==> src/hdl/izpn_pkg.sv <==
// ----------------------------------------------------------------------------
// izpn_pkg
// types, constants and fixed-point helpers shared by the neuron step block
// ----------------------------------------------------------------------------
package izpn_pkg;

    localparam int DIV_STEPS = 2;
    localparam int POISSON_SCALE = 1000;

    localparam logic signed [31:0] VT_RESET = -32'sd2621440;
    localparam logic signed [31:0] VR_RESET = -32'sd3932160;
    localparam logic [30:0] INV_CAP_RESET = 31'd655;
    localparam logic signed [31:0] A_RESET = 32'sd1966;
    localparam logic signed [31:0] B_RESET = 32'sd13107;
    localparam logic signed [31:0] C_RESET = -32'sd3276800;
    localparam logic signed [31:0] D_RESET = 32'sd524288;
    localparam logic signed [31:0] U_RESET = -32'sd786420;

    typedef enum logic [2:0] {
        CFG_THRESHOLD = 3'd0,
        CFG_REST      = 3'd1,
        CFG_INV_CAP   = 3'd2,
        CFG_RATE_A    = 3'd3,
        CFG_SENS_B    = 3'd4,
        CFG_AFTER_C   = 3'd5,
        CFG_JUMP_D    = 3'd6,
        CFG_GAIN      = 3'd7
    } cfg_addr_t;

    typedef struct packed {
        logic signed [31:0] vt;
        logic signed [31:0] vr;
        logic [30:0]        inv_cap;
        logic signed [31:0] a_rate;
        logic signed [31:0] b_sens;
        logic signed [31:0] c_pot;
        logic signed [31:0] d_jump;
        logic signed [31:0] k1;
        logic signed [31:0] k2;
    } cfg_t;

    typedef enum logic [3:0] {
        OP_GAIN  = 4'd0,
        OP_S1_A  = 4'd1,
        OP_S1_B  = 4'd2,
        OP_S1_C  = 4'd3,
        OP_S1_V  = 4'd4,
        OP_S2_A  = 4'd5,
        OP_S2_B  = 4'd6,
        OP_S2_C  = 4'd7,
        OP_S2_V  = 4'd8,
        OP_DRIVE = 4'd9,
        OP_ARATE = 4'd10,
        OP_REC   = 4'd11,
        OP_POIS  = 4'd12
    } op_t;

    typedef enum logic [2:0] {
        ST_IDLE,
        ST_DIV,
        ST_MUL,
        ST_WB,
        ST_FIN
    } state_t;

    typedef struct packed {
        logic load;
        logic div_step;
        logic mul;
        logic wb;
        logic finish;
        op_t  op;
    } cmd_t;

    typedef struct packed {
        logic out_busy;
    } status_t;

    function automatic logic signed [31:0] sat33(input logic signed [32:0] x);
        if (x > 33'sd2147483647) begin
            return 32'sh7FFFFFFF;
        end else if (x < -33'sd2147483648) begin
            return 32'sh80000000;
        end
        return x[31:0];
    endfunction

    function automatic logic signed [31:0] qadd(input logic signed [31:0] a,
                                                input logic signed [31:0] b);
        return sat33($signed({a[31], a}) + $signed({b[31], b}));
    endfunction

    function automatic logic signed [31:0] qsub(input logic signed [31:0] a,
                                                input logic signed [31:0] b);
        return sat33($signed({a[31], a}) - $signed({b[31], b}));
    endfunction

    function automatic logic signed [31:0] qprod(input logic signed [63:0] p);
        logic signed [63:0] s;
        s = p >>> 16;
        if (s > 64'sd2147483647) begin
            return 32'sh7FFFFFFF;
        end else if (s < -64'sd2147483648) begin
            return 32'sh80000000;
        end
        return s[31:0];
    endfunction

    // shift-subtract divide, used only when building constant tables
    function automatic logic [63:0] udiv64(input logic [63:0] n, input logic [63:0] d);
        logic [63:0] q;
        logic [63:0] r;
        q = '0;
        r = '0;
        for (int i = 63; i >= 0; i--) begin
            r = {r[62:0], n[i]};
            if (r >= d) begin
                r = r - d;
                q[i] = 1'b1;
            end
        end
        return q;
    endfunction

    // tanh(8*idx/depth) in Q16.16 from an integer series for exp
    function automatic logic [31:0] tanh_entry(input int depth, input int idx);
        logic [63:0] one;
        logic [63:0] z;
        logic [63:0] term;
        logic signed [63:0] r;
        logic [63:0] p;
        logic [63:0] e;
        one = 64'd1 << 30;
        z = udiv64(64'd16 << 30, 64'(depth));
        term = one;
        r = $signed(one);
        for (int n = 1; n <= 24; n++) begin
            term = udiv64((term * z) >> 30, 64'(n));
            if ((n % 2) == 1) begin
                r = r - $signed(term);
            end else begin
                r = r + $signed(term);
            end
        end
        if (r < 0) begin
            r = 0;
        end
        if (r > $signed(one)) begin
            r = $signed(one);
        end
        p = one;
        for (int j = 1; j <= idx; j++) begin
            p = (p * $unsigned(r)) >> 30;
        end
        e = udiv64((one - p) << 16, one + p);
        return e[31:0];
    endfunction

endpackage

==> src/hdl/izpn_regs.sv <==
// ----------------------------------------------------------------------------
// izpn_regs
// configuration register file, written through a plain write port
// ----------------------------------------------------------------------------
module izpn_regs import izpn_pkg::*; (
    input  logic        aclk,
    input  logic        aresetn,
    input  logic        cfg_wr_en,
    input  logic [2:0]  cfg_addr,
    input  logic [63:0] cfg_wdata,
    output cfg_t        cfg
);

    cfg_t cfg_reg;
    cfg_t cfg_next;

    always_comb begin
        cfg_next = cfg_reg;
        if (cfg_wr_en) begin
            case (cfg_addr_t'(cfg_addr))
                CFG_THRESHOLD: cfg_next.vt = cfg_wdata[31:0];
                CFG_REST:      cfg_next.vr = cfg_wdata[31:0];
                CFG_INV_CAP:   cfg_next.inv_cap = cfg_wdata[30:0];
                CFG_RATE_A:    cfg_next.a_rate = cfg_wdata[31:0];
                CFG_SENS_B:    cfg_next.b_sens = cfg_wdata[31:0];
                CFG_AFTER_C:   cfg_next.c_pot = cfg_wdata[31:0];
                CFG_JUMP_D:    cfg_next.d_jump = cfg_wdata[31:0];
                CFG_GAIN: begin
                    cfg_next.k1 = cfg_wdata[31:0];
                    cfg_next.k2 = cfg_wdata[63:32];
                end
                default: cfg_next = cfg_reg;
            endcase
        end
    end

    always_ff @(posedge aclk) begin
        if (!aresetn) begin
            cfg_reg.vt <= VT_RESET;
            cfg_reg.vr <= VR_RESET;
            cfg_reg.inv_cap <= INV_CAP_RESET;
            cfg_reg.a_rate <= A_RESET;
            cfg_reg.b_sens <= B_RESET;
            cfg_reg.c_pot <= C_RESET;
            cfg_reg.d_jump <= D_RESET;
            cfg_reg.k1 <= '0;
            cfg_reg.k2 <= '0;
        end else begin
            cfg_reg <= cfg_next;
        end
    end

    assign cfg = cfg_reg;

endmodule

==> config.mk <==
export PLATFORM = sky130hd
export DESIGN_NAME = izpn_regs
export DESIGN_NICKNAME = d
export VERILOG_FILES = /design/src/hdl/izpn_pkg.sv /design/src/hdl/izpn_regs.sv
export SDC_FILE = /design/constraint.sdc
export NUM_CORES = 1
export LEC_CHECK = 0
export ABC_AREA = 1
export BUFFER_PORTS_ARGS = -buffer_cell sky130_fd_sc_hd__buf_2
export CAP_MARGIN = 40
export CORE_MARGIN = 2
export CORE_UTILIZATION = 47
export CTS_BUF_LIST = sky130_fd_sc_hd__clkbuf_8
export DETAILED_ROUTE_END_ITERATION = 7
export PLACE_DENSITY = 0.78
export SYNTH_ARGS = -nofsm -noshare
export SYNTH_HDL_FRONTEND = slang
export SYNTH_SLANG_ARGS = --single-unit
==> constraint.sdc <==
create_clock -name aclk -period 1 [get_ports aclk]
set_input_delay 0.05 -clock aclk [delete_from_list [all_inputs] [get_ports aclk]]
set_output_delay 0.05 -clock aclk [all_outputs]
set_load 0.02 [all_outputs]
# Word-level counts from Yosys, hierarchy flattened
# Index checks and enable logic that the tools add are counted.
# totals
regBits	287
inputBits	70
out_inout_bits	287
wordCells	25
# op_classes
n_eq_ne	7
reduce_logical	9
# ops
operator	count
AND reduction 2 bit	8
equality test 3 bit, second input constant	4
equality test 3 x 2 -> 1 bit, second input constant	2
equality test 3 x 1 -> 1 bit, second input constant	1
zero test 3 bit	1

# Longest topological paths before layout
# depth
depth_word	2
mapped_depth	7
depth_no_buf	5

# Worst setup path before layout
# OpenSTA, ideal clock, no wires.
# synth_timing
path_type	input to register
start	input port aresetn
end	register cfg_reg (netlist bit cfg[132])
setup_ns	0.130
arrival_time_ns	0.835
required_time_ns	0.870
setup_slack_ns	0.036
stages	4
n_path_buf	3
cell_sequence	buf_2 clkbuf_1 clkbuf_1 nand3_1
# synth_lines
element	line_no	source
from (decl)	izpn_regs.sv:7	input logic aresetn,
to (signal assigned)	izpn_regs.sv:49	cfg_reg <= cfg_next;
to (decl)	izpn_regs.sv:14	cfg_t cfg_reg;
# No word-level cell between the ends.

# Final worst setup path
# layout_timing
start	register cfg_reg (netlist bit cfg[22])
end	output port cfg[22] (netlist name)
# layout_lines
element	line_no	source
to (decl)	izpn_regs.sv:11	output cfg_t cfg
# No word-level cell between the ends.

==> flow_summary.ini <==
[critical_path]
worstPathBufferInverterCount = 1
startpoint_type = register
cp.required_ps = 950
critical_path.max_stage_delay_ps = 370
arr_time_crit_path_ps = 1050
reg2reg_depth = 4
crit_path_max_fanout = 2
cp.depth = 1
endpoint_kind = primary output
timing.setup.critical_path_class = reg -> out
crit_path_cell_trace = buf_6
crit_slowest_cell = dfxtp_2
critical-path-top-delay-family = flip-flops

[grt]
met2_usage = 0.621
maximum_number_of_pins_on_one_net_before_global_route_repair = 65
grt_pass1_wl_microns = 68700
grt_most_used_layer = met2
antenna_violations_before_repair = 1
groute.usage.overall = 0.359
global_route.usage.met1 = 0.389
grt_pass1_vias = 12800
grt_overflow_total = 0
gr-usage-met3 = 0.0894

[run_status]
violations = negative setup slack
outcome = complete, but fails checks

[die]
std_cell_rows = 55
die-height_microns = 157
core_region_area_sq_um = 22800
die_area_sq_um = 24500
initial_utilization = 0.481
fp.dieW_microns = 157
boundaryPins = 357

[synth]
yosys-top-cells-area = dfxtp_1 52%, nor2_1 16%, nand2_1 14%
synth_largest_type_area_fraction = 0.525
synth.cell_area_sq_um = 10900
postSynthNetCount = 1644
ys_seq_area_frac = 0.525
most_frequent_cell_after_synthesis = nor2_1
syn-instance-count = 1574
yosysWarningCount = 0
ys.flop_type = dfxtp_1
yosys_register_bits = 287
synth_enable_flop_cells = 0
netlist_top_cells_count = 467 x nor2_1, 421 x nand2_1, 287 x dfxtp_1
postSynthAreaPerCell_sq_um = 6.95
synthDistinctLibCells = 12
synth-async-reset-ratio = 0
synth_top_area_cell = dfxtp_1

[clock_tree]
clock_network_latency_to_the_later_pin_of_the_worst_skew_pair_ps = 540
numCtsBuffers = 47
clock_tree_from_tritoncts = built
clockRootBuffer = clkbuf_8
cts_buffer_depth = 3
clk_pin_slew_worst_paths_ps = 70
h-tree-depth = 2
clock_sinks = 287

[detailed_routing]
remaining_drc_errors = 0
vias = 12900
routed_wirelength_microns = 46100
post_drt_via_cell_ratio = 5.38
drtPass1Iterations = 8
detail_route.wl_per_cell_microns = 19.2
detailedRoute.firstIterationViolations = 1103
route.antenna.remaining_nets = 0

[sta]
worst_pin_slew_ps = 419
worst_slew_margin_rel = 0.720
finalHoldViolations = 0
grt_setup_unrepaired = true
achievable-frequency_mhz = 909
setup-violations-final = 287
final_max_slew_viol_count = 0
finalCritPeriodShare = 1.10
setup_tns_ps = -14570
timing.final.ws_setup_ps = -100
min_period_ps = 1100
skew_ps = 0

[min_path]
min-delay-path-class = in -> reg
worst_hold_path_depth = 5

[place]
dp.cells = 2201
gp_congestion = 0.879
io_buffers = 356
hpwlAfterDp_microns = 24900
place_ws_ps = -239

[pwr]
ir_worst_vdd_v = 0.00119
leakage_nw = 8.37
power_density_nw_per_um2 = 1490

[cells_and_area]
post_layout_nonfiller_instances = 2402
flip_flop_count_of_the_largest_register_all_copies_and_words_added = 287
area_growth_pct = 61.6
layout-drive-gt1-share = 0.402
nets = 2128

[job]
timing.max_cap.violations = 0
[final timing paths]
check | start | endpoint | slack, ps
hold / removal | cfg_wdata[6] | cfg[38]$_SDFFE_PN0P_ | 50
setup / recovery | cfg[22]$_SDFFE_PN0P_ | cfg[22] | -100
setup reg to reg | cfg[262]$_SDFFE_PN0P_ | cfg[262]$_SDFFE_PN0P_ | 110
hold reg to reg | cfg[113]$_SDFFE_PN1P_ | cfg[113]$_SDFFE_PN1P_ | 480
[per-stage QoR]
step,power (mW),cell area [sq um],utilization,hold slack [ps]
finish,26.4,17700,0.777,45.2
global route,27.2,17700,0.777,73.4
CTS,26.0,17400,0.764,0.0135
detailed placement,15.4,13600,0.595,275
global placement,15.3,13600,0.595,269
floorplan,14.1,10900,-,163
[power breakdown]
group	internal [mW]	total, mW	leakage (nW)	switching [mW]
Clock	5.39	10.1	0.517	4.74
Combinational	1.75	4.07	5.43	2.32
Sequential	11.9	12.2	2.41	0.326
[cells in the final DEF, fill, tap and decap left out]
master,n
buf_8,1
nor2_4,10
buf_6,287
o21ai_0,1
clkinv_2,5
nor2_2,2
clkinv_4,1
dlygate4sd3_1,65
nand3_1,223
nand2_1,421
clkbuf_8,57
diode_2,2
inv_1,81
clkinvlp_4,1
nor2_1,456
buf_4,89
dfxtp_2,287
clkinv_1,1
buf_2,68
inv_2,1
bufinv_16,1
buf_12,29
[cell families after synthesis]
kind of cell / share of synthesized area
compound gates: 0.000457
buf+inv: 0.0676
simple gates: 0.407
flops: 0.525
[layout make-up]
| cell class | instances | area [sq um] |
|---|---|---|
| antenna | 2 | 5.00 |
| clock inverter | 21 | 120 |
| sequential | 287 | 6100 |
| timing repair buffer | 539 | 5490 |
| fill | 1363 | 5080 |
| tap | 313 | 392 |
| multi-input combinational | 1113 | 4540 |
| inverter | 70 | 263 |
| clock buffer | 57 | 785 |
[repair_timing]
item	4_1_cts	5_1_grt
gates resized for setup	861	0
hold buffers	65	0
endpoints found under the setup margin	287	287
buffers inserted	19	37
endpoints found under the hold margin	120	0
[worst reg2reg max path, cell delays in order, from the launching register on]
cell     delay (ps)
dfxtp_2         320
buf_4           120
buf_4           130
nor2_1          140
nor2_1           60
[routing by layer]
| metal | routed length, microns | vias to the layer above |
|---|---|---|
| li1 | - | 5800 |
| met3 | 4710 | 258 |
| met2 | 22700 | 947 |
| met1 | 15500 | 5913 |
| met4 | 3160 | 0 |
| met5 | 0 | - |
Note: power is estimated with default switching activity, not from simulation.
