==> config.mk <==
export PLATFORM = sky130hd
export DESIGN_NAME = izpn_ctrl
export DESIGN_NICKNAME = d
export VERILOG_FILES = /design/src/hdl/izpn_pkg.sv /design/src/hdl/izpn_ctrl.sv
export SDC_FILE = /design/constraint.sdc
export NUM_CORES = 1
export LEC_CHECK = 0
export BUFFER_PORTS_ARGS = -buffer_cell sky130_fd_sc_hd__buf_4
export CORE_UTILIZATION = 30
export DETAILED_ROUTE_END_ITERATION = 8
export GPL_ROUTABILITY_DRIVEN = 1
export SYNTH_ARGS = -nofsm -noshare
export SYNTH_HDL_FRONTEND = slang
export SYNTH_SLANG_ARGS = --single-unit
==> constraint.sdc <==
create_clock -name aclk -period 1.7 [get_ports aclk]
set_input_delay 0.255 -clock aclk [delete_from_list [all_inputs] [get_ports aclk]]
set_output_delay 0.255 -clock aclk [all_outputs]
set_load 0.005 [all_outputs]
==> src/hdl/izpn_pkg.sv <==
// ----------------------------------------------------------------------------
// izpn_pkg
// types, constants and fixed-point helpers shared by the neuron step block
// ----------------------------------------------------------------------------
package izpn_pkg;

    localparam int DIV_STEPS = 2;
    localparam int POISSON_SCALE = 1000;

    localparam logic signed [31:0] VT_RESET = -32'sd2621440;
    localparam logic signed [31:0] VR_RESET = -32'sd3932160;
    localparam logic [30:0] INV_CAP_RESET = 31'd655;
    localparam logic signed [31:0] A_RESET = 32'sd1966;
    localparam logic signed [31:0] B_RESET = 32'sd13107;
    localparam logic signed [31:0] C_RESET = -32'sd3276800;
    localparam logic signed [31:0] D_RESET = 32'sd524288;
    localparam logic signed [31:0] U_RESET = -32'sd786420;

    typedef enum logic [2:0] {
        CFG_THRESHOLD = 3'd0,
        CFG_REST      = 3'd1,
        CFG_INV_CAP   = 3'd2,
        CFG_RATE_A    = 3'd3,
        CFG_SENS_B    = 3'd4,
        CFG_AFTER_C   = 3'd5,
        CFG_JUMP_D    = 3'd6,
        CFG_GAIN      = 3'd7
    } cfg_addr_t;

    typedef struct packed {
        logic signed [31:0] vt;
        logic signed [31:0] vr;
        logic [30:0]        inv_cap;
        logic signed [31:0] a_rate;
        logic signed [31:0] b_sens;
        logic signed [31:0] c_pot;
        logic signed [31:0] d_jump;
        logic signed [31:0] k1;
        logic signed [31:0] k2;
    } cfg_t;

    typedef enum logic [3:0] {
        OP_GAIN  = 4'd0,
        OP_S1_A  = 4'd1,
        OP_S1_B  = 4'd2,
        OP_S1_C  = 4'd3,
        OP_S1_V  = 4'd4,
        OP_S2_A  = 4'd5,
        OP_S2_B  = 4'd6,
        OP_S2_C  = 4'd7,
        OP_S2_V  = 4'd8,
        OP_DRIVE = 4'd9,
        OP_ARATE = 4'd10,
        OP_REC   = 4'd11,
        OP_POIS  = 4'd12
    } op_t;

    typedef enum logic [2:0] {
        ST_IDLE,
        ST_DIV,
        ST_MUL,
        ST_WB,
        ST_FIN
    } state_t;

    typedef struct packed {
        logic load;
        logic div_step;
        logic mul;
        logic wb;
        logic finish;
        op_t  op;
    } cmd_t;

    typedef struct packed {
        logic out_busy;
    } status_t;

    function automatic logic signed [31:0] sat33(input logic signed [32:0] x);
        if (x > 33'sd2147483647) begin
            return 32'sh7FFFFFFF;
        end else if (x < -33'sd2147483648) begin
            return 32'sh80000000;
        end
        return x[31:0];
    endfunction

    function automatic logic signed [31:0] qadd(input logic signed [31:0] a,
                                                input logic signed [31:0] b);
        return sat33($signed({a[31], a}) + $signed({b[31], b}));
    endfunction

    function automatic logic signed [31:0] qsub(input logic signed [31:0] a,
                                                input logic signed [31:0] b);
        return sat33($signed({a[31], a}) - $signed({b[31], b}));
    endfunction

    function automatic logic signed [31:0] qprod(input logic signed [63:0] p);
        logic signed [63:0] s;
        s = p >>> 16;
        if (s > 64'sd2147483647) begin
            return 32'sh7FFFFFFF;
        end else if (s < -64'sd2147483648) begin
            return 32'sh80000000;
        end
        return s[31:0];
    endfunction

    // shift-subtract divide, used only when building constant tables
    function automatic logic [63:0] udiv64(input logic [63:0] n, input logic [63:0] d);
        logic [63:0] q;
        logic [63:0] r;
        q = '0;
        r = '0;
        for (int i = 63; i >= 0; i--) begin
            r = {r[62:0], n[i]};
            if (r >= d) begin
                r = r - d;
                q[i] = 1'b1;
            end
        end
        return q;
    endfunction

    // tanh(8*idx/depth) in Q16.16 from an integer series for exp
    function automatic logic [31:0] tanh_entry(input int depth, input int idx);
        logic [63:0] one;
        logic [63:0] z;
        logic [63:0] term;
        logic signed [63:0] r;
        logic [63:0] p;
        logic [63:0] e;
        one = 64'd1 << 30;
        z = udiv64(64'd16 << 30, 64'(depth));
        term = one;
        r = $signed(one);
        for (int n = 1; n <= 24; n++) begin
            term = udiv64((term * z) >> 30, 64'(n));
            if ((n % 2) == 1) begin
                r = r - $signed(term);
            end else begin
                r = r + $signed(term);
            end
        end
        if (r < 0) begin
            r = 0;
        end
        if (r > $signed(one)) begin
            r = $signed(one);
        end
        p = one;
        for (int j = 1; j <= idx; j++) begin
            p = (p * $unsigned(r)) >> 30;
        end
        e = udiv64((one - p) << 16, one + p);
        return e[31:0];
    endfunction

endpackage

==> src/hdl/izpn_ctrl.sv <==
// ----------------------------------------------------------------------------
// izpn_ctrl
// sequencer: step division, shared multiplier op sequence, result handoff
// ----------------------------------------------------------------------------
module izpn_ctrl import izpn_pkg::*; (
    input  logic    aclk,
    input  logic    aresetn,
    input  logic    s_valid,
    output logic    s_ready,
    input  status_t status,
    output cmd_t    cmd
);

    state_t     state_reg;
    state_t     state_next;
    op_t        op_reg;
    op_t        op_next;
    logic [4:0] cnt_reg;
    logic [4:0] cnt_next;

    always_ff @(posedge aclk) begin
        if (!aresetn) begin
            state_reg <= ST_IDLE;
            op_reg <= OP_GAIN;
            cnt_reg <= '0;
        end else begin
            state_reg <= state_next;
            op_reg <= op_next;
            cnt_reg <= cnt_next;
        end
    end

    always_comb begin
        state_next = state_reg;
        op_next = op_reg;
        cnt_next = cnt_reg;
        s_ready = 1'b0;
        cmd = '0;
        cmd.op = op_reg;
        case (state_reg)
            ST_IDLE: begin
                s_ready = 1'b1;
                if (s_valid) begin
                    cmd.load = 1'b1;
                    cnt_next = '0;
                    state_next = ST_DIV;
                end
            end
            ST_DIV: begin
                cmd.div_step = 1'b1;
                cnt_next = cnt_reg + 5'd1;
                if (cnt_reg == 5'(DIV_STEPS - 1)) begin
                    op_next = OP_GAIN;
                    state_next = ST_MUL;
                end
            end
            ST_MUL: begin
                cmd.mul = 1'b1;
                state_next = ST_WB;
            end
            ST_WB: begin
                cmd.wb = 1'b1;
                if (op_reg == OP_POIS) begin
                    state_next = ST_FIN;
                end else begin
                    op_next = op_t'(op_reg + 4'd1);
                    state_next = ST_MUL;
                end
            end
            ST_FIN: begin
                if (!status.out_busy) begin
                    cmd.finish = 1'b1;
                    state_next = ST_IDLE;
                end
            end
            default: state_next = ST_IDLE;
        endcase
    end

    a_accept_starts_div: assert property (@(posedge aclk) disable iff (!aresetn)
        (s_valid && s_ready) |=> (state_reg == ST_DIV))
        else $error("accepted transaction did not start division");

    a_cnt_bound: assert property (@(posedge aclk) disable iff (!aresetn)
        (cnt_reg <= 5'(DIV_STEPS)))
        else $error("division counter out of range");

    a_finish_from_last_op: assert property (@(posedge aclk) disable iff (!aresetn)
        cmd.finish |-> (op_reg == OP_POIS))
        else $error("finish before op sequence completed");

    a_finish_needs_room: assert property (@(posedge aclk) disable iff (!aresetn)
        cmd.finish |-> !status.out_busy)
        else $error("finish while result still pending");

endmodule

==> After elaboration in Yosys (flattened, before gate mapping) <==
Cells that the tools add are included.
{ "classes": {"n_reduce_logical": 6, "eq_ne": 10, "addsub": 2, "mux": 18} }
{ "ops": {"columns": ["op", "count"], "rows": [
  ["3-bit case mux with 5 select lines", 1],
  ["3-bit two-way mux", 4],
  ["5-bit case mux with 2 select lines", 1],
  ["1-bit two-way mux", 8],
  ["4-bit two-way mux", 2],
  ["2-bit inequality test (second input constant)", 4],
  ["4-bit case mux with 2 select lines", 1],
  ["3-bit by 2-bit == test with 1-bit output (second input constant)", 2],
  ["3-bit AND reduction", 2],
  ["5-bit by 1-bit adder with 5-bit output (second input constant)", 1],
  ["5-bit by 1-bit == test with 1-bit output (second input constant)", 1],
  ["5-bit two-way mux", 1],
  ["4-bit by 1-bit adder with 4-bit output (second input constant)", 1],
  ["4-bit == test (second input constant)", 1],
  ["2-bit nonzero test", 2],
  ["3-bit by 1-bit == test with 1-bit output (second input constant)", 1],
  ["3-bit == test (second input constant)", 1],
  ["3-bit zero test", 1],
  ["2-bit AND reduction", 1]
]} }
{ "word_totals": {"out_inout_bits": 10, "ff_bits": 12, "inputBits": 4} }

==> Depth between registers and ports, before layout <==
Gate-level depths: netlist of the first run.
{ "depth": {"depth_word": 3, "ltp_mapped": 5} }

==> Least setup slack after synthesis of the first run <==
OpenSTA, ideal clock, no wires.
{ "synth_path": {"path_kind": "flip-flop to flip-flop", "from": "register cnt_reg[0]", "to": "register op_reg[3]", "arrival_ns": 1.342, "stages_incl_launch_ff": 5, "setup_slack_ns": 0.236, "required_time_ns": 1.578, "period_less_slack_ns": 1.464, "setup_time_ns": 0.122, "cell_sequence": "dfxtp_1 -> ha_1 -> nor4b_2 -> a22oi_4 -> o311a_1"} }
{ "synth_via": {"elab_chain_len": 3} }
{ "synth_rtl": {"columns": ["element", "line_no", "source"], "rows": [
  ["start: declaration", "izpn_ctrl.sv:18", "logic [4:0] cnt_reg;"],
  ["start signal: assignment", "izpn_ctrl.sv:29", "cnt_reg <= cnt_next;"],
  ["5-bit by 1-bit == test with 1-bit output", "izpn_ctrl.sv:52", "if (cnt_reg == 5'(DIV_STEPS - 1)) begin"],
  ["2-bit inequality test (no source line)", null, null],
  ["3-bit AND reduction (no source line)", null, null],
  ["end signal: assignment", "izpn_ctrl.sv:28", "op_reg <= op_next;"],
  ["end: declaration", "izpn_ctrl.sv:16", "op_t op_reg;"]
]} }
No other way between the ends.
A chain may end at the register's enable or synchronous reset.

==> Worst setup path in the final report of the first run <==
Same ends and word-level chain as after synthesis.

==> results by stage, run 1 <==
Setup path:
- By startpoint and endpoint, the worst setup path is classified as flip-flop to flip-flop.
- The start point of the critical path is cnt_reg[0].
- The number of logic stages on the critical path including buffering is 4.
- Grouping stages by cell kind, the critical path spends the most delay in compound AO/OA/AOI/OAI gates.
- The maximum single-stage delay on the critical path is 0.43 ns.
- In this run the worst setup path terminates at op_reg[3].
- Data arrives at the worst endpoint at 1.76 ns.
- The data required time at the worst endpoint is 1.86 ns.
- The register-to-register setup slack is 0.1 ns.
- The top fanout value on the critical path is 6.
- The number of cells traversed by the worst register-to-register path is 4.
- STA classifies the critical path endpoint as a flip-flop.
- The startpoint identified for the worst register-to-register timing path is cnt_reg[0].
- The worst flop-to-flop path endpoint is op_reg[3].
- The worst setup path is launched from a flip-flop.
- The critical path goes through ha_1, nor4b_2, a22oi_4, o311a_1.
- The highest-delay cell along the critical path is sky130_fd_sc_hd__dfxtp_1.
- The total buffers and inverters traversed by the critical path is 0.

Detailed routing:
- The count of nets left with antenna violations once routing finished came out at 0.
- Summing over every cut layer, the via total after detailed routing is 648.
- The initial detailed-routing violation count is 11.
- The routed wire length is 1.51 mm.
- The number of design rule violations left after detail routing is 0.
- After detailed routing, the number of vias per cell comes to ~5.3.
- The first-pass detailed-route iteration total is 4.
- The routed length per instance is 12.4 um.

CTS:
- The clock sink total is 12.
- The tree is rooted in a sky130_fd_sc_hd__clkbuf_4.
- The deepest level of the CTS H-tree is 1.
- The CTS tree is done.
- The hold-fix buffer count after cts is 0.
- The post-CTS clock slew at the launch and capture registers of the worst setup and hold paths is 0.07 ns.
- The clock reaches the later pin of the worst-skew pair after 0.27 ns.
- The maximum clock insertion buffer count is 2.
- The CTS buffer count is 3.

Logic synthesis:
- Synthesis produced a netlist whose cell count is just under 80.
- In this run, synthesis produced a sequential element count of 12.
- Sorting the synthesized cells by area gives the leading types as sky130_fd_sc_hd__dfxtp_1 (33%), sky130_fd_sc_hd__ha_1 (7.0%), sky130_fd_sc_hd__nand3_1 (4.9%).
- For this run, the register share of the synthesized area comes to 0.334.
- Counting every net in the synthesized netlist gives 87.
- The mean post-synth cell area is 9.11 sq um.
- The most area-hungry cell type in the Yosys netlist is sky130_fd_sc_hd__dfxtp_1.
- Yosys mapped the design onto 34 distinct sky130hd cell types.
- The share of synthesized area in the top cell type comes to 0.334.
- The mapped netlist covers 719 sq um.
- The Yosys step of the flow raised 0 warnings.

STA:
- The achievable frequency is about 0.62 GHz.
- Setup repair after global routing left no endpoint under its margin.
- The total of endpoints with negative setup slack in the final report is 0.
- The final hold violation count is 0.
- In this run the tightest slew margin relative to its limit is 0.676.
- The transition at the pin with the smallest max-transition slack is 0.482 ns.
- The ratio of final minimum period to clock period is 0.942.
- The final worst slack is a little under 0.1 ns.
- The post-route minimum period is approximately 1.6 ns.
- The number of pins with negative max-slew slack in the final report is 0.
- The clock skew after layout is ~0.0014 ns.
- Setup total negative slack on the finished layout was measured at 0 ns.

Run:
- The count of maximum capacitance violations is 0.

Placed design:
- The detailed placement HPWL is 1.07 mm.
- The count of buffers from port buffering is 13.
- The setup slack at placement is 0.127 ns.
- The cell area after placement is 848 sq um.
- At the end of routability-driven placement, the weighted congestion stood at 0.721.

Global route:
- The first global-routing pass estimated 2.58 mm of wire.
- After global routing the overflow that remains totals 0.
- The number of global-route vias before repair is 597.
- In this run the most used layer during global routing was met2.
- The initial antenna violation count came to 0.
- The global-route track usage on met2 is 0.204.
- Across every metal layer, demand over resource in global routing totals 0.133.
- Entering global routing, the biggest net connects 11 pins.
- The met1 routing resource usage after global routing is 0.169.
- In the global route stage, met3 resource usage came out at 0.0268.

Final layout:
- Relative to the synthesized area, the layout overhead comes to 23.0%.
- Leaving out fill and tap cells, the most frequent cell in the layout is sky130_fd_sc_hd__buf_4.
- Summing all multi-input logic gate instances after layout gives ~440 sq um.
- Registers take 243 sq um.
- The filler cells instantiated in the layout total 238.
- The register with the most flip-flops in the layout has 5 of them.
- For this run, the share of the core covered by cells in the final layout is 0.396.
- The fraction of layout cells with a size suffix above 1 is 0.298.
- At the end of the flow, the number of nets in the layout was roughly 100.
- 0 antenna diodes ended up in the layout.
- In the layout the commonest cells are sky130_fd_sc_hd__buf_4 (16), sky130_fd_sc_hd__dfxtp_1 (10), sky130_fd_sc_hd__inv_1 (7), sky130_fd_sc_hd__nand3_1 (7).
- The final cell area excluding filler cells is 885 sq um.

Status:
- The run finished with clean final reports.

Floorplan:
- The floorplan step set the die height to 51.0 um.
- The standard-cell row count is 17.
- From left edge to right edge, the die measures around 51 um.
- The starting utilization of the core area is 0.322.
- The placeable core area is 2230 sq um.
- The count of pins on the block boundary is 14.
- The die covers ~2600 sq um.

Power:
- The leakage power is 0.367 nW.
- The power density of the placed cells is 670 nW/um^2.
- The maximum VDD drop is 0.000407 V.

Min path:
- The worst hold path was traced through 3 stages.
- The class of the most critical hold timing path is input port to flip-flop.
[kinds of logic after synthesis]
logic type | count (synthesis) | share of synthesized area
buffers and inverters | 11 | 0.0730
muxes | 2 | 0.0278
AOI/OAI and AO/OA | 19 | 0.223
and+or+nand+nor | 31 | 0.273
adders and majority gates | 4 | 0.0696
DFF | 12 | 0.334
[metrics by stage]
step	cells	power (W)	hold slack, ns
2_1_floorplan	79	0.000377	0.401
3_3_place_gp	119	0.000416	0.509
3_5_place_dp	119	0.000418	0.519
4_1_cts	122	0.000596	0.247
5_1_grt	122	0.000625	0.247
6_report	122	0.000593	0.246
[worst min-delay path by stage]
stage	from	endpoint	slack, ns
2_1_floorplan	s_valid	state_reg[2]	0.40
3_3_place_gp	cnt_reg[4]	cnt_reg[4]	0.51
3_5_place_dp	op_reg[1]	op_reg[1]	0.52
4_1_cts	s_valid	state_reg[2]	0.25
5_1_grt	s_valid	state_reg[2]	0.25
6_report	s_valid	state_reg[2]	0.25
[worst min-delay path: stages]
cell and delay (ns):
sky130_fd_sc_hd__buf_4 0.12, sky130_fd_sc_hd__inv_1 0.06, sky130_fd_sc_hd__a221oi_2 0.05
[cells in the mapped netlist]
master	n
sky130_fd_sc_hd__a211oi_1	1
sky130_fd_sc_hd__a21o_1	1
sky130_fd_sc_hd__a21oi_1	5
sky130_fd_sc_hd__a221oi_2	1
sky130_fd_sc_hd__a22oi_4	1
sky130_fd_sc_hd__a311oi_1	3
sky130_fd_sc_hd__a41oi_1	2
sky130_fd_sc_hd__and2_1	2
sky130_fd_sc_hd__buf_1	1
sky130_fd_sc_hd__buf_4	1
sky130_fd_sc_hd__buf_6	1
sky130_fd_sc_hd__clkbuf_1	1
sky130_fd_sc_hd__dfxtp_1	12
sky130_fd_sc_hd__ha_1	4
sky130_fd_sc_hd__inv_1	7
sky130_fd_sc_hd__mux2i_1	2
sky130_fd_sc_hd__nand2_1	5
sky130_fd_sc_hd__nand2b_1	2
sky130_fd_sc_hd__nand3_1	7
sky130_fd_sc_hd__nand3b_1	2
sky130_fd_sc_hd__nand4_1	1
sky130_fd_sc_hd__nor2_1	3
sky130_fd_sc_hd__nor3_1	2
sky130_fd_sc_hd__nor3b_1	1
sky130_fd_sc_hd__nor3b_4	1
sky130_fd_sc_hd__nor4b_1	1
sky130_fd_sc_hd__nor4b_2	1
sky130_fd_sc_hd__o211a_1	1
sky130_fd_sc_hd__o21ai_0	1
sky130_fd_sc_hd__o21bai_1	1
sky130_fd_sc_hd__o311a_1	1
sky130_fd_sc_hd__o31ai_1	1
sky130_fd_sc_hd__or2b_1	1
sky130_fd_sc_hd__or3b_2	2
[cell type report]
type,instances,share of cell area
multi-input cells,56,0.495
flip-flops and latches,12,0.274
repair buffers,16,0.136
well taps,28,0.0396
inverters,7,0.0297
clock buffers,3,0.0255
[layer usage]
layer | vias up | share of wire
li1 | 324 | -
met1 | 304 | 0.51
met2 | 18 | 0.43
met3 | 2 | 0.050
met4 | 0 | 0.0093
met5 | - | 0
[what timing repair did]
item / 4_1_cts / 5_1_grt
buffers inserted: 0 / 0
resized for setup: 1 / 3
setup endpoints to repair: 1 / 3
[where the power goes]
part / internal, W / switching [W] / total, W
logic: 0.0000580 / 0.0000566 / 0.000115
clock network: 0.0000820 / 0.0000931 / 0.000175
registers: 0.000289 / 0.0000138 / 0.000303
total: 0.000429 / 0.000164 / 0.000593
(Power assumes the default switching activity.)
==> run 2, diff against run 1 <==
--- a/config.mk
+++ b/config.mk
@@ -5,9 +5,9 @@
 export SDC_FILE = /design/constraint.sdc
 export NUM_CORES = 1
 export LEC_CHECK = 0
-export BUFFER_PORTS_ARGS = -buffer_cell sky130_fd_sc_hd__buf_4
 export CORE_UTILIZATION = 30
 export DETAILED_ROUTE_END_ITERATION = 8
+export DONT_BUFFER_PORTS = 1
 export GPL_ROUTABILITY_DRIVEN = 1
 export SYNTH_ARGS = -nofsm -noshare
 export SYNTH_HDL_FRONTEND = slang
==> run 2 against run 1 <==
Effect of this change:
- critical path depth decreased by 1
- total power decreased by 4.2%
- register-to-register slack improved by 0.07 ns
- critical path type is now flip-flop to primary output
- critical endpoint is now cmd[8]
- largest power group unchanged
==> results by stage, run 2 (synthesis results as in run 1) <==
Run:
- The count of maximum capacitance violations is 0 (unchanged).

Status:
- The flow ran to the end, and the final reports show no timing, DRC or antenna violations.

Detailed routing:
- The remaining antenna violation count was 0 (unchanged).
- The initial detailed-routing violation count came to 12 (+1).
- The routed length per instance is 13.1 um (+5.6%).
- The total vias in the final route is 591 (-8.8%).
- The routed wire length is 1.43 mm (-5.7%).
- The number of vias per cell was 5.42 (+2.1%).
- The first-pass detailed-route iteration total is 4 (unchanged).
- The number of design rule violations left after detail routing came to 0 (unchanged).

STA:
- The ratio of final minimum period to clock period is 0.917 (-0.0247).
- The number of pins with negative max-slew slack in the final report is 0 (unchanged).
- The sum of negative setup slack is 0 ns (unchanged).
- Setup repair after global routing left no endpoint under its margin.
- The final hold violation count came to 0 (unchanged).
- The post-route minimum period is 1.56 ns (-0.0420 ns).
- The achievable frequency came to 0.641 GHz (+2.7%).
- The worst hold slack was 0.111 ns (-0.135 ns).
- The relative max-transition margin is 0.660 (-0.0166).
- The clock skew after layout is 0.00135 ns (-0.0000648 ns).
- The total of endpoints with negative setup slack in the final report is 0 (unchanged).
- The transition at the pin with the smallest max-transition slack is 0.507 ns (+0.0247 ns).

Final layout:
- The library cells used most frequently in the layout, excluding fill and tap cells, are sky130_fd_sc_hd__dfxtp_1 (12), sky130_fd_sc_hd__inv_1 (7), sky130_fd_sc_hd__nand3_1 (7).
- Leaving out fill and tap cells, the most frequent cell in the layout is sky130_fd_sc_hd__dfxtp_1.
- The fraction of layout cells with a size suffix above 1 came to 0.160 (-0.137).
- The layout overhead on the synthesized area is 9.39%.
- The number of flip-flops under the largest register name came to 5 (unchanged).
- The antenna diode count is 0 (unchanged).
- The number of fill cells in the layout came to 241 (+1.3%).
- The number of nets in the layout is 91 (-13%).

Floorplan:
- The count of pins on the block boundary is 14 (unchanged).
- The starting utilization of the core area was 0.322 (unchanged).
- The overall die area is 2600 sq um (unchanged).
- The die outline height is 51.0 um (unchanged).
- The horizontal extent of the die is 51.0 um (unchanged).
- The standard-cell row count came to 17 (unchanged).
- The placeable core area is 2230 sq um (unchanged).

CTS:
- The CTS tree is done.
- The clock insertion delay at the later pin of the skew report is 0.27 ns (about the same).
- The maximum clock insertion buffer count came to 2 (unchanged).
- The clock tree root buffer cell is sky130_fd_sc_hd__clkbuf_4.
- The post-CTS clock slew at the launch and capture registers of the worst setup and hold paths came to 0.07 ns (about the same).
- The hold-fix buffer count after cts is 0 (unchanged).
- The clock sink total came to 12 (unchanged).
- The post-CTS setup repair buffer count is 0 (unchanged).
- The deepest level of the CTS H-tree is 1 (unchanged).
- The CTS buffer count was 3 (unchanged).

Global route:
- The total routing usage reported by global routing is 0.132 (-0.00125).
- The fraction of met3 tracks used by global routing is 0.0387 (+0.0119).
- The total congestion overflow after global routing is 0 (unchanged).
- The met1 routing resource usage after global routing is 0.153 (-0.0162).
- The wire length of the first global-routing pass is 2.55 mm (-1.3%).
- After global routing, the most crowded layer is met2.
- The initial antenna violation count is 0 (unchanged).
- The pin count of the biggest net entering global routing is 11 (unchanged).
- The number of global-route vias before repair was 586 (-1.8%).
- The global-route track usage on met2 came to 0.211 (+0.00658).

Placed design:
- The routability congestion estimate from global placement was 0.771 (+7.0%).
- The detailed placement HPWL came to 1.05 mm (-1.7%).
- The count of buffers from port buffering is 0 (-13).

Min path:
- The number of cells traversed by the worst hold path is 1 (-2).
- The tightest min-delay check is of the input port to flip-flop type.
- The endpoint with the worst hold slack is op_reg[3].
- In this run the most critical hold path is launched from aresetn.

Setup path:
- The top fanout value on the critical path was 8 (+2).
- The register-to-register setup slack was 0.17 ns (+0.07 ns).
- The critical path launch point type is a flip-flop.
- The worst flop-to-flop path endpoint is op_reg[3].
- The data required time at the worst endpoint is 1.44 ns (-0.42 ns).
- The startpoint identified for the worst register-to-register timing path is cnt_reg[0].
- The number of cells traversed by the worst register-to-register path is 4 (unchanged).
- STA classifies the critical path endpoint as a primary output.
- The critical path is of the flip-flop to primary output type.
- The signal arrival time at the worst endpoint is 1.30 ns (-0.46 ns).

Power:
- The maximum VDD drop came to 0.000280 V (-31%).
- The power density of the placed cells is 721 nW/um^2 (+7.6%).
- The leakage power is 0.300 nW (-18%).
run 2: cell types whose count changed in the layout (fill, tap and decap cells not counted), sizes merged:
cell / previous run / this run
buf: 16 / 3
run 2: what timing repair did:
| item | 4_1_cts | 5_1_grt |
|---|---|---|
| hold endpoints to repair | 0 | 0 |
| resized for setup | 1 | 1 |
| setup endpoints to repair | 1 | 1 |
| pin swaps | 0 | 0 |
run 2: area by class of cell:
class | count | area [sq um] | area share
flip-flops and latches | 12 | 240 | 0.305
inverters | 7 | 26.3 | 0.0334
clock buffers | 3 | 22.5 | 0.0286
multi-input cells | 56 | 440 | 0.560
repair buffers | 3 | 22.5 | 0.0286
well taps | 28 | 35.0 | 0.0445
run 2: worst max-delay path by stage:
stage / to / start / cells after the start / slack (ns)
after floorplan: op_reg[3] / cnt_reg[0] / 4 / 0.24
after global placement: op_reg[3] / cnt_reg[0] / 4 / 0.06
after detailed placement: op_reg[3] / cnt_reg[0] / 4 / 0.04
after CTS: op_reg[3] / cnt_reg[0] / 4 / 0.02
after global routing: cmd[8] / state_reg[1] / 3 / 0.007
final: cmd[8] / state_reg[1] / 3 / 0.14
run 2: routing by layer:
layer,up-vias,wire (um)
li1,294,-
met1,279,660
met2,16,657
met3,2,97
met4,0,12
met5,-,0
run 2: power by group:
part	internal, W	leakage [nW]	switching, W
sequential	0.000289	0.0972	0.0000128
combinational	0.0000427	0.189	0.0000489
clock	0.0000818	0.0138	0.0000925
total	0.000413	0.300	0.000154
run 2: through the flow:
| stage | instances | instance area [sq um] | utilization | setup slack [ns] | power (W) |
|---|---|---|---|---|---|
| floorplan | 79 | 719 | - | 0.236 | 0.000377 |
| global placement | 106 | 751 | 0.336 | 0.0552 | 0.000395 |
| detailed placement | 106 | 751 | 0.336 | 0.0389 | 0.000397 |
| CTS | 109 | 778 | 0.348 | 0.0159 | 0.000578 |
| global route | 109 | 787 | 0.352 | 0.00686 | 0.000606 |
| finish | 109 | 787 | 0.352 | 0.140 | 0.000568 |
run 2: critical path, stage by stage (launching register included):
cell,delay [ns]
sky130_fd_sc_hd__dfxtp_1,0.37
sky130_fd_sc_hd__buf_4,0.19
sky130_fd_sc_hd__nor3_2,0.29
sky130_fd_sc_hd__and2_1,0.19
